[config.mk]
export PLATFORM = sky130hd
export DESIGN_NAME = quad_diagonal_q_factors_flat
export DESIGN_NICKNAME = d
export VERILOG_FILES = /design/src/rtl/qdqf_pkg.sv /design/src/rtl/qdqf_corner_if.sv /design/src/rtl/qdqf_q_if.sv /design/src/rtl/qdqf_cross.sv /design/src/rtl/qdqf_div.sv /design/src/rtl/quad_diagonal_q_factors.sv /design/src/flat_wrapper.sv
export SDC_FILE = /design/constraint.sdc
export NUM_CORES = 2
export LEC_CHECK = 0
export BUFFER_PORTS_ARGS = -buffer_cell sky130_fd_sc_hd__buf_2
export CAP_MARGIN = 20
export CORE_ASPECT_RATIO = 1.4
export CORE_MARGIN = 2
export CORE_UTILIZATION = 57
export DETAILED_ROUTE_END_ITERATION = 10
export PLACE_DENSITY = 0.75
export SLEW_MARGIN = 40
export SYNTH_ARGS = -nofsm -noshare
export SYNTH_HDL_FRONTEND = slang
export SYNTH_SLANG_ARGS = --single-unit
export TNS_END_PERCENT = 100
[constraint.sdc]
create_clock -name clk_i -period 7.8 [get_ports clk_i]
set_input_delay 0 -clock clk_i [delete_from_list [all_inputs] [get_ports clk_i]]
set_output_delay 0 -clock clk_i [all_outputs]
set_load 0.005 [all_outputs]
[src/rtl/qdqf_pkg.sv]
package qdqf_pkg;

  // width of every q factor, unsigned fixed point
  localparam int Q_WIDTH = 24;

  // default geometry
  localparam int COORD_BITS_DEF  = 16;
  localparam int Q_FRAC_BITS_DEF = 16;

endpackage

[src/rtl/qdqf_corner_if.sv]
interface qdqf_corner_if import qdqf_pkg::*; #(
  parameter int COORD_BITS = COORD_BITS_DEF
) ();

  logic                         valid;
  logic                         ready;
  logic signed [COORD_BITS-1:0] corner0_x;
  logic signed [COORD_BITS-1:0] corner0_y;
  logic signed [COORD_BITS-1:0] corner1_x;
  logic signed [COORD_BITS-1:0] corner1_y;
  logic signed [COORD_BITS-1:0] corner2_x;
  logic signed [COORD_BITS-1:0] corner2_y;
  logic signed [COORD_BITS-1:0] corner3_x;
  logic signed [COORD_BITS-1:0] corner3_y;

  modport source (
    output valid,
    output corner0_x, corner0_y, corner1_x, corner1_y,
    output corner2_x, corner2_y, corner3_x, corner3_y,
    input  ready
  );

  modport sink (
    input  valid,
    input  corner0_x, corner0_y, corner1_x, corner1_y,
    input  corner2_x, corner2_y, corner3_x, corner3_y,
    output ready
  );

endinterface

[src/rtl/qdqf_q_if.sv]
interface qdqf_q_if import qdqf_pkg::*; ();

  logic               valid;
  logic               ready;
  logic [Q_WIDTH-1:0] q_corner0;
  logic [Q_WIDTH-1:0] q_corner1;
  logic [Q_WIDTH-1:0] q_corner2;
  logic [Q_WIDTH-1:0] q_corner3;
  logic               updated;

  modport source (
    output valid,
    output q_corner0, q_corner1, q_corner2, q_corner3, updated,
    input  ready
  );

  modport sink (
    input  valid,
    input  q_corner0, q_corner1, q_corner2, q_corner3, updated,
    output ready
  );

endinterface

[src/rtl/qdqf_cross.sv]
// bit-serial signed shift-and-add for the three cross products
module qdqf_cross import qdqf_pkg::*; #(
  parameter int COORD_BITS = COORD_BITS_DEF
) (
  input  logic                         clk_i,
  input  logic                         rst_ni,
  input  logic                         start_i,
  input  logic signed [COORD_BITS:0]   ax_i,
  input  logic signed [COORD_BITS:0]   ay_i,
  input  logic signed [COORD_BITS:0]   bx_i,
  input  logic signed [COORD_BITS:0]   by_i,
  input  logic signed [COORD_BITS:0]   cx_i,
  input  logic signed [COORD_BITS:0]   cy_i,
  output logic [2*COORD_BITS+1:0]      crs_o,
  output logic [2*COORD_BITS+1:0]      ns_o,
  output logic [2*COORD_BITS+1:0]      nt_o,
  output logic                         done_o
);

  localparam int DiffW = COORD_BITS + 1;
  localparam int ProdW = 2 * COORD_BITS + 2;
  localparam int CntW  = $clog2(DiffW + 1);

  logic             busy_q, done_q;
  logic [CntW-1:0]  cnt_q;
  logic [ProdW-1:0] ax_q, ay_q, bx_q, by_q;
  logic [DiffW-1:0] mby_q, mbx_q, mcy_q, mcx_q;
  logic [ProdW-1:0] crs_q, ns_q, nt_q;
  logic [ProdW-1:0] crs_t, ns_t, nt_t;
  logic [ProdW-1:0] crs_d, ns_d, nt_d;
  logic             last;

  assign last = (cnt_q == CntW'(DiffW - 1));

  always_comb begin
    crs_t = (mby_q[0] ? ax_q : '0) - (mbx_q[0] ? ay_q : '0);
    ns_t  = (mcy_q[0] ? ax_q : '0) - (mcx_q[0] ? ay_q : '0);
    nt_t  = (mcy_q[0] ? bx_q : '0) - (mcx_q[0] ? by_q : '0);
    // the sign bit of the multiplier weighs negative
    if (last) begin
      crs_d = crs_q - crs_t;
      ns_d  = ns_q - ns_t;
      nt_d  = nt_q - nt_t;
    end else begin
      crs_d = crs_q + crs_t;
      ns_d  = ns_q + ns_t;
      nt_d  = nt_q + nt_t;
    end
  end

  always_ff @(posedge clk_i or negedge rst_ni) begin
    if (!rst_ni) begin
      busy_q <= 1'b0;
      done_q <= 1'b0;
      cnt_q  <= '0;
    end else begin
      done_q <= 1'b0;
      if (start_i) begin
        busy_q <= 1'b1;
        cnt_q  <= '0;
      end else if (busy_q) begin
        cnt_q <= cnt_q + CntW'(1);
        if (last) begin
          busy_q <= 1'b0;
          done_q <= 1'b1;
        end
      end
    end
  end

  always_ff @(posedge clk_i) begin
    if (start_i) begin
      ax_q  <= ProdW'(ax_i);
      ay_q  <= ProdW'(ay_i);
      bx_q  <= ProdW'(bx_i);
      by_q  <= ProdW'(by_i);
      mby_q <= by_i;
      mbx_q <= bx_i;
      mcy_q <= cy_i;
      mcx_q <= cx_i;
      crs_q <= '0;
      ns_q  <= '0;
      nt_q  <= '0;
    end else if (busy_q) begin
      ax_q  <= ax_q << 1;
      ay_q  <= ay_q << 1;
      bx_q  <= bx_q << 1;
      by_q  <= by_q << 1;
      mby_q <= mby_q >> 1;
      mbx_q <= mbx_q >> 1;
      mcy_q <= mcy_q >> 1;
      mcx_q <= mcx_q >> 1;
      crs_q <= crs_d;
      ns_q  <= ns_d;
      nt_q  <= nt_d;
    end
  end

  assign crs_o  = crs_q;
  assign ns_o   = ns_q;
  assign nt_o   = nt_q;
  assign done_o = done_q;

endmodule

[src/rtl/qdqf_div.sv]
// restoring divider, one quotient bit per cycle, rounded and saturated
module qdqf_div import qdqf_pkg::*; #(
  parameter int COORD_BITS  = COORD_BITS_DEF,
  parameter int Q_FRAC_BITS = Q_FRAC_BITS_DEF
) (
  input  logic                    clk_i,
  input  logic                    rst_ni,
  input  logic                    start_i,
  input  logic [2*COORD_BITS:0]   num_i,
  input  logic [2*COORD_BITS:0]   den_i,
  output logic [Q_WIDTH-1:0]      quot_o,
  output logic                    done_o
);

  localparam int NumW  = 2 * COORD_BITS + 1;
  // integer bits, fraction bits and one extra bit for rounding
  localparam int Steps = NumW + Q_FRAC_BITS + 1;
  localparam int CntW  = $clog2(Steps);

  logic             busy_q, done_q;
  logic [CntW-1:0]  cnt_q;
  logic [NumW-1:0]  dvd_q, rem_q, den_q;
  logic [Q_WIDTH:0] quo_q;
  logic             ovf_q;

  logic [NumW:0]      rem_sh, rem_sub;
  logic [NumW-1:0]    rem_d;
  logic               ge;
  logic               last;
  logic [Q_WIDTH+1:0] rnd;

  assign last    = (cnt_q == CntW'(Steps - 1));
  assign rem_sh  = {rem_q, dvd_q[NumW-1]};
  assign ge      = (rem_sh >= {1'b0, den_q});
  assign rem_sub = rem_sh - {1'b0, den_q};
  assign rem_d   = ge ? rem_sub[NumW-1:0] : rem_sh[NumW-1:0];

  always_ff @(posedge clk_i or negedge rst_ni) begin
    if (!rst_ni) begin
      busy_q <= 1'b0;
      done_q <= 1'b0;
      cnt_q  <= '0;
    end else begin
      done_q <= 1'b0;
      if (start_i) begin
        busy_q <= 1'b1;
        cnt_q  <= '0;
      end else if (busy_q) begin
        cnt_q <= cnt_q + CntW'(1);
        if (last) begin
          busy_q <= 1'b0;
          done_q <= 1'b1;
        end
      end
    end
  end

  always_ff @(posedge clk_i) begin
    if (start_i) begin
      dvd_q <= num_i;
      den_q <= den_i;
      rem_q <= '0;
      quo_q <= '0;
      ovf_q <= 1'b0;
    end else if (busy_q) begin
      dvd_q <= dvd_q << 1;
      rem_q <= rem_d;
      quo_q <= {quo_q[Q_WIDTH-1:0], ge};
      // a one shifted past the kept bits means the result saturates
      ovf_q <= ovf_q | quo_q[Q_WIDTH];
    end
  end

  // round half up on the extra bit
  assign rnd    = {1'b0, quo_q} + (Q_WIDTH + 2)'(1);
  assign quot_o = (ovf_q || rnd[Q_WIDTH+1]) ? '1 : rnd[Q_WIDTH:1];
  assign done_o = done_q;

endmodule

[src/rtl/quad_diagonal_q_factors.sv]
// Perspective q factors of a screen quad from the crossing of its diagonals.
// corner_i (sink) takes one request with the four corners as signed pixel
// coordinates; q_o (source) returns one request per input with q_corner0..3
// (unsigned, Q_FRAC_BITS fraction bits, saturated) and updated. When the
// diagonals cross strictly inside both segments the factors 1/(1-t), 1/(1-s),
// 1/t and 1/s are computed and stored; otherwise the stored ones come back
// with updated low.
// Sequence: a bit-serial multiplier forms the three cross products, then one
// serial restoring divider runs four times, once per corner. One request is in
// work at a time; corner_i.ready is high only while the datapath is idle.
// The result sits in an output register, so a new request is taken while the
// previous result waits; if q_o is stalled when the next result is done, the
// datapath holds in its final state until q_o.ready.
// Reset clears the control and sets all stored factors to 1.0.
module quad_diagonal_q_factors import qdqf_pkg::*; #(
  parameter int COORD_BITS  = COORD_BITS_DEF,
  parameter int Q_FRAC_BITS = Q_FRAC_BITS_DEF
) (
  input  logic      clk_i,
  input  logic      rst_ni,
  qdqf_corner_if.sink corner_i,
  qdqf_q_if.source    q_o
);

  localparam int DiffW = COORD_BITS + 1;
  localparam int ProdW = 2 * COORD_BITS + 2;
  localparam int NumW  = 2 * COORD_BITS + 1;

  // 1.0 in q format, saturated when the fraction fills the word
  localparam logic [Q_WIDTH:0]   QOneWide = (Q_WIDTH + 1)'(1) << Q_FRAC_BITS;
  localparam logic [Q_WIDTH-1:0] QOne     = QOneWide[Q_WIDTH] ? {Q_WIDTH{1'b1}}
                                                              : QOneWide[Q_WIDTH-1:0];

  // sequencer states
  localparam logic [2:0] StIdle   = 3'd0;
  localparam logic [2:0] StMul    = 3'd1;
  localparam logic [2:0] StCheck  = 3'd2;
  localparam logic [2:0] StDivGo  = 3'd3;
  localparam logic [2:0] StDivRun = 3'd4;
  localparam logic [2:0] StFin    = 3'd5;

  // divider pass order: corners 0..3
  localparam logic [1:0] IdxLast = 2'd3;

  logic [2:0] state_q;
  logic [1:0] idx_q;
  logic       upd_q;

  logic [ProdW-1:0] crs_q, ns_q, nt_q;
  logic [Q_WIDTH-1:0] held_q [4];
  logic [Q_WIDTH-1:0] out_q  [4];
  logic               out_upd_q;
  logic               out_valid_q;

  logic in_acc;
  logic fin_load;

  // corner differences
  logic signed [DiffW-1:0] ax, ay, bx, by, cx, cy;

  // cross unit
  logic [ProdW-1:0] mul_crs, mul_ns, mul_nt;
  logic             mul_done;
  logic             mul_neg;

  // divider
  logic [NumW-1:0]    div_num, div_den;
  logic [Q_WIDTH-1:0] div_quot;
  logic               div_done;
  logic               div_start;

  logic inside_ok;

  assign corner_i.ready = (state_q == StIdle);
  assign in_acc         = corner_i.valid && corner_i.ready;

  // a = p2 - p0, b = p3 - p1, c = p0 - p1
  assign ax = DiffW'(corner_i.corner2_x) - DiffW'(corner_i.corner0_x);
  assign ay = DiffW'(corner_i.corner2_y) - DiffW'(corner_i.corner0_y);
  assign bx = DiffW'(corner_i.corner3_x) - DiffW'(corner_i.corner1_x);
  assign by = DiffW'(corner_i.corner3_y) - DiffW'(corner_i.corner1_y);
  assign cx = DiffW'(corner_i.corner0_x) - DiffW'(corner_i.corner1_x);
  assign cy = DiffW'(corner_i.corner0_y) - DiffW'(corner_i.corner1_y);

  qdqf_cross #(
    .COORD_BITS(COORD_BITS)
  ) u_cross (
    .clk_i  (clk_i),
    .rst_ni (rst_ni),
    .start_i(in_acc),
    .ax_i   (ax),
    .ay_i   (ay),
    .bx_i   (bx),
    .by_i   (by),
    .cx_i   (cx),
    .cy_i   (cy),
    .crs_o  (mul_crs),
    .ns_o   (mul_ns),
    .nt_o   (mul_nt),
    .done_o (mul_done)
  );

  // flip all three so the cross product is positive
  assign mul_neg = mul_crs[ProdW-1];

  // strict 0 < t < 1 and 0 < s < 1 with a nonzero cross product
  assign inside_ok = (crs_q != '0)
                  && !ns_q[ProdW-1] && (ns_q != '0) && (ns_q < crs_q)
                  && !nt_q[ProdW-1] && (nt_q != '0) && (nt_q < crs_q);

  // denominators: 1-t, 1-s, t, s scaled by the cross product
  always_comb begin
    case (idx_q)
      2'd0:    div_den = crs_q[NumW-1:0] - nt_q[NumW-1:0];
      2'd1:    div_den = crs_q[NumW-1:0] - ns_q[NumW-1:0];
      2'd2:    div_den = nt_q[NumW-1:0];
      default: div_den = ns_q[NumW-1:0];
    endcase
  end

  assign div_num   = crs_q[NumW-1:0];
  assign div_start = (state_q == StDivGo);

  qdqf_div #(
    .COORD_BITS (COORD_BITS),
    .Q_FRAC_BITS(Q_FRAC_BITS)
  ) u_div (
    .clk_i  (clk_i),
    .rst_ni (rst_ni),
    .start_i(div_start),
    .num_i  (div_num),
    .den_i  (div_den),
    .quot_o (div_quot),
    .done_o (div_done)
  );

  // result moves to the output register once it is free or being drained
  assign fin_load = (state_q == StFin) && (!out_valid_q || q_o.ready);

  always_ff @(posedge clk_i or negedge rst_ni) begin
    if (!rst_ni) begin
      state_q     <= StIdle;
      idx_q       <= '0;
      upd_q       <= 1'b0;
      out_valid_q <= 1'b0;
      for (int i = 0; i < 4; i++) begin
        held_q[i] <= QOne;
      end
    end else begin
      case (state_q)
        StIdle: begin
          if (in_acc) begin
            state_q <= StMul;
          end
        end
        StMul: begin
          if (mul_done) begin
            state_q <= StCheck;
          end
        end
        StCheck: begin
          idx_q <= '0;
          if (inside_ok) begin
            state_q <= StDivGo;
          end else begin
            upd_q   <= 1'b0;
            state_q <= StFin;
          end
        end
        StDivGo: begin
          state_q <= StDivRun;
        end
        StDivRun: begin
          if (div_done) begin
            held_q[idx_q] <= div_quot;
            if (idx_q == IdxLast) begin
              upd_q   <= 1'b1;
              state_q <= StFin;
            end else begin
              idx_q   <= idx_q + 2'd1;
              state_q <= StDivGo;
            end
          end
        end
        StFin: begin
          if (fin_load) begin
            state_q <= StIdle;
          end
        end
        default: begin
          state_q <= StIdle;
        end
      endcase

      if (fin_load) begin
        out_valid_q <= 1'b1;
      end else if (q_o.ready) begin
        out_valid_q <= 1'b0;
      end
    end
  end

  // payload registers
  always_ff @(posedge clk_i) begin
    if (state_q == StMul && mul_done) begin
      crs_q <= mul_neg ? (ProdW'(0) - mul_crs) : mul_crs;
      ns_q  <= mul_neg ? (ProdW'(0) - mul_ns)  : mul_ns;
      nt_q  <= mul_neg ? (ProdW'(0) - mul_nt)  : mul_nt;
    end
    if (fin_load) begin
      for (int i = 0; i < 4; i++) begin
        out_q[i] <= held_q[i];
      end
      out_upd_q <= upd_q;
    end
  end

  assign q_o.valid     = out_valid_q;
  assign q_o.q_corner0 = out_q[0];
  assign q_o.q_corner1 = out_q[1];
  assign q_o.q_corner2 = out_q[2];
  assign q_o.q_corner3 = out_q[3];
  assign q_o.updated   = out_upd_q;

endmodule
[src/flat_wrapper.sv]
// flat-port wrapper written by rule: the top's interface ports become plain ports
module quad_diagonal_q_factors_flat import qdqf_pkg::*;
#(
  parameter int COORD_BITS  = COORD_BITS_DEF,
  parameter int Q_FRAC_BITS = Q_FRAC_BITS_DEF
)
  (clk_i, rst_ni, corner_i_valid, corner_i_corner0_x, corner_i_corner0_y, corner_i_corner1_x, corner_i_corner1_y, corner_i_corner2_x, corner_i_corner2_y, corner_i_corner3_x, corner_i_corner3_y, corner_i_ready, q_o_valid, q_o_q_corner0, q_o_q_corner1, q_o_q_corner2, q_o_q_corner3, q_o_updated, q_o_ready);
  qdqf_corner_if #(.COORD_BITS(COORD_BITS)) corner_i_i ();
  qdqf_q_if q_o_i ();
  input  logic clk_i;
  input  logic rst_ni;
  input wire logic [$bits(corner_i_i.valid)-1:0] corner_i_valid;
  input wire logic [$bits(corner_i_i.corner0_x)-1:0] corner_i_corner0_x;
  input wire logic [$bits(corner_i_i.corner0_y)-1:0] corner_i_corner0_y;
  input wire logic [$bits(corner_i_i.corner1_x)-1:0] corner_i_corner1_x;
  input wire logic [$bits(corner_i_i.corner1_y)-1:0] corner_i_corner1_y;
  input wire logic [$bits(corner_i_i.corner2_x)-1:0] corner_i_corner2_x;
  input wire logic [$bits(corner_i_i.corner2_y)-1:0] corner_i_corner2_y;
  input wire logic [$bits(corner_i_i.corner3_x)-1:0] corner_i_corner3_x;
  input wire logic [$bits(corner_i_i.corner3_y)-1:0] corner_i_corner3_y;
  output wire logic [$bits(corner_i_i.ready)-1:0] corner_i_ready;
  output wire logic [$bits(q_o_i.valid)-1:0] q_o_valid;
  output wire logic [$bits(q_o_i.q_corner0)-1:0] q_o_q_corner0;
  output wire logic [$bits(q_o_i.q_corner1)-1:0] q_o_q_corner1;
  output wire logic [$bits(q_o_i.q_corner2)-1:0] q_o_q_corner2;
  output wire logic [$bits(q_o_i.q_corner3)-1:0] q_o_q_corner3;
  output wire logic [$bits(q_o_i.updated)-1:0] q_o_updated;
  input wire logic [$bits(q_o_i.ready)-1:0] q_o_ready;
  assign corner_i_i.valid = corner_i_valid;
  assign corner_i_i.corner0_x = corner_i_corner0_x;
  assign corner_i_i.corner0_y = corner_i_corner0_y;
  assign corner_i_i.corner1_x = corner_i_corner1_x;
  assign corner_i_i.corner1_y = corner_i_corner1_y;
  assign corner_i_i.corner2_x = corner_i_corner2_x;
  assign corner_i_i.corner2_y = corner_i_corner2_y;
  assign corner_i_i.corner3_x = corner_i_corner3_x;
  assign corner_i_i.corner3_y = corner_i_corner3_y;
  assign corner_i_ready = corner_i_i.ready;
  assign q_o_valid = q_o_i.valid;
  assign q_o_q_corner0 = q_o_i.q_corner0;
  assign q_o_q_corner1 = q_o_i.q_corner1;
  assign q_o_q_corner2 = q_o_i.q_corner2;
  assign q_o_q_corner3 = q_o_i.q_corner3;
  assign q_o_updated = q_o_i.updated;
  assign q_o_i.ready = q_o_ready;
  quad_diagonal_q_factors #(.COORD_BITS(COORD_BITS), .Q_FRAC_BITS(Q_FRAC_BITS)) u_core (.clk_i(clk_i), .rst_ni(rst_ni), .corner_i(corner_i_i), .q_o(q_o_i));
endmodule
==> flow_summary.ini <==
[critical_path]
cp_max_fo = 26
endpoint_kind = register
crit_family = compound AO/OA/AOI/OAI gates
cpPeakStageDelay_ps = 510
arrival_ps = 7650
critPathSlowestCell = edfxtp_1
cp-start-kind = register
critPathKind = register to register
path_buf_inv = 2
worstPathRequired_ps = 8410

[logic_synthesis]
synth_top_cell_area_share = 0.262
syn_nets = 6650
synth_top_area_cell = edfxtp_1
ys.flop_type = edfxtp_1
avgSynthCellArea_sq_um = 8.87
synth_seq_cells = 748
ys_seq_area_frac = 0.377
synth_area_leaders = edfxtp_1 26%, ha_1 10%, dfxtp_1 6.0%
async_reset_ff_frac = 0.158
ys_warn_count = 0
synth_cells = 6064
synth_area_sq_um = 53800
synth_edf_count = 469
yosysUniqueCellTypes = 104

[floorplanning]
die-area_sq_um = 96900
die_h_um = 367
start_util = 0.574
ioPinCount = 231
row_count = 133
core_area_sq_um = 93700
fp.dieW_um = 264

[detailed_routing]
first_pass_iters = 6
first_iter_violations = 3018
routedWlPerCell_um = 19.9
viasPerCell = 6.04
via_count = 45800
drc = 0
drt-total-wl_um = 151000
ant_nets = 0

[global_routing]
grt_usage = 0.307
grt_pass1_vias = 44900
grt_use_met3 = 0.0369
use_met2 = 0.570
grt_overflow_total = 0
antenna_found_initial = 2
grt_first_pass_wirelength_um = 239000
grt_busiest_layer = met2
grt_max_degree = 187
met1_usage = 0.335

[sta]
skew_ps = 61.5
setup_ws_ps = 756
fmaxAchievable_mhz = 142
fin_setup_tns_ps = 0
worstMarginPinSlew_ps = 928
setup_viol = 0
hold_viol_final = 0
maxSlewHeadroom = 0.375
rsz0062_at_grt = false
layout_min_cycle_time_ps = 7040
min_period_over_period = 0.903
report.final.slew_viol_count = 0

[layout]
final_cell_mix = 803 x nand2_1, 502 x o21ai_0, 469 x edfxtp_1, 447 x nor2_1, 437 x ha_1
drive_gt1_frac = 0.0787
area_delta_synth_final_pct = 11.5
fin_nets = 6889
layout_commonest_cell = nand2_1
filler_cell_count = 7844

[clocking]
ctsResizeCount = 0
htree_levels = 3
post_cts_buffers = 0
root_buffer = clkbuf_16
insertion_delay_ps = 710
clock-sinks = 748
cts_tree = done
clk_pin_slew_ps = 60
cts_made_buffers = 76
clk_path_buf_depth = 3

[placed_design]
dp_slack_ps = 611
gpl.final_weighted_congestion = 0.991
hpwl_um = 115000
portBuffers = 230

[worst_hold_path]
min_path_type = primary input to register

[flow_run]
drv_cap = 0

[outcome]
status = finished, final reports clean
routing by layer:
layer | routed length, um | vias up
met1 | 57600 | 21600
met5 | 11 | -
met2 | 77100 | 1286
met4 | 9540 | 2
met3 | 6520 | 396
li1 | - | 22500
cell type report:
cell class | instances | area [sq um] | area share
multi-input cells | 4764 | 31500 | 0.526
flip-flops and latches | 748 | 20300 | 0.338
repair buffers | 402 | 2810 | 0.0468
clock buffers | 94 | 2030 | 0.0339
well taps | 1215 | 1520 | 0.0254
inverters | 311 | 1180 | 0.0197
clock inverters | 45 | 634 | 0.0106
diodes | 1 | 2.50 | 0.0000417
cells in the mapped netlist, types with 13 or more instances:
| cell type | n |
|---|---|
| nand2_1 | 806 |
| o21ai_0 | 503 |
| edfxtp_1 | 469 |
| nor2_1 | 447 |
| ha_1 | 440 |
| a21oi_1 | 341 |
| inv_1 | 309 |
| xnor2_1 | 284 |
| clkbuf_1 | 209 |
| dfxtp_1 | 161 |
| a21o_1 | 159 |
| xor2_1 | 140 |
| nand3_1 | 136 |
| mux2i_1 | 128 |
| and2_1 | 124 |
| dfrtp_1 | 114 |
| nor3_1 | 104 |
| o31ai_1 | 86 |
| a211oi_1 | 76 |
| or3_1 | 72 |
| nand2b_1 | 63 |
| nand4_1 | 62 |
| nor2b_1 | 62 |
| a21boi_0 | 55 |
| nor4_1 | 52 |
| o21a_1 | 52 |
| and3_1 | 44 |
| a31oi_1 | 39 |
| o21bai_1 | 38 |
| or4_1 | 28 |
| nor3b_1 | 26 |
| or2_2 | 25 |
| buf_1 | 24 |
| o211ai_1 | 24 |
| o2111ai_1 | 21 |
| o41ai_1 | 21 |
| a211o_1 | 18 |
| a221oi_1 | 15 |
| fa_1 | 14 |
| a22oi_1 | 13 |
| o31a_1 | 13 |
kinds of logic (layout without fill, tap and decap cells):
family,count (synthesis),in the layout,share of synthesized area
mux,137,137,0.0257
compound gates,1628,1628,0.194
simple gates,2119,2119,0.188
flops,748,748,0.377
buf+inv,552,852,0.0387
fa+ha+maj,454,454,0.108
xor+xnor,426,426,0.0698
other cells,0,1,0
stage by stage:
stage / utilization / std cells / instance area, sq um / hold slack [ps]
after floorplan: - / 6064 / 53800 / -296
after global placement: 0.598 / 7317 / 56000 / 123
after detailed placement: 0.598 / 7318 / 56000 / 126
after CTS: 0.640 / 7578 / 59900 / 7.18
after global routing: 0.640 / 7580 / 60000 / 57.9
final: 0.640 / 7580 / 60000 / 51.4
tightest hold or removal path: stages:
cell and delay (ps):
buf_2 100, ha_1 190, xor2_1 100, nand2_1 110
nand2_1 60
sequential cells by signal, indices dropped and copies added (netlist names), 34 cells and up:
name,cells
u_core.u_cross.crs_o,34
u_core.held_q,96
u_core.u_cross.ns_o,34
u_core.ns_q,34
u_core.u_cross.by_q,34
u_core.nt_q,34
u_core.u_cross.bx_q,34
u_core.out_q,96
u_core.u_cross.ax_q,34
u_core.u_cross.ay_q,34
u_core.crs_q,34
u_core.u_cross.nt_o,34
final timing paths:
| kind | from | to | slack (ps) | cells past startpoint |
|---|---|---|---|---|
| hold reg to reg | u_core.held_q[84] | u_core.out_q[0][12] | 440 | 0 |
| setup reg to reg | u_core.u_cross.mcy_q[0] | u_core.u_cross.nt_o[33] | 760 | 26 |
| max in group asynchronous | rst_ni | u_core.u_div.busy_q | 6820 | 4 |
| min in group asynchronous | rst_ni | u_core.u_cross.busy_q | 430 | 4 |
| hold / removal | corner_i_corner3_x[10] | u_core.u_cross.bx_q[10] | 50 | 5 |
| setup / recovery | u_core.u_cross.mcy_q[0] | u_core.u_cross.nt_o[33] | 760 | 26 |
repair_timing:
item	in CTS	in global routing
setup endpoints to repair	0	0
hold buffers	121	0
endpoints found under the hold margin	152	0
Power is not shown: default switching activity piles up to over one toggle a cycle in this logic, so the estimate is an artifact.
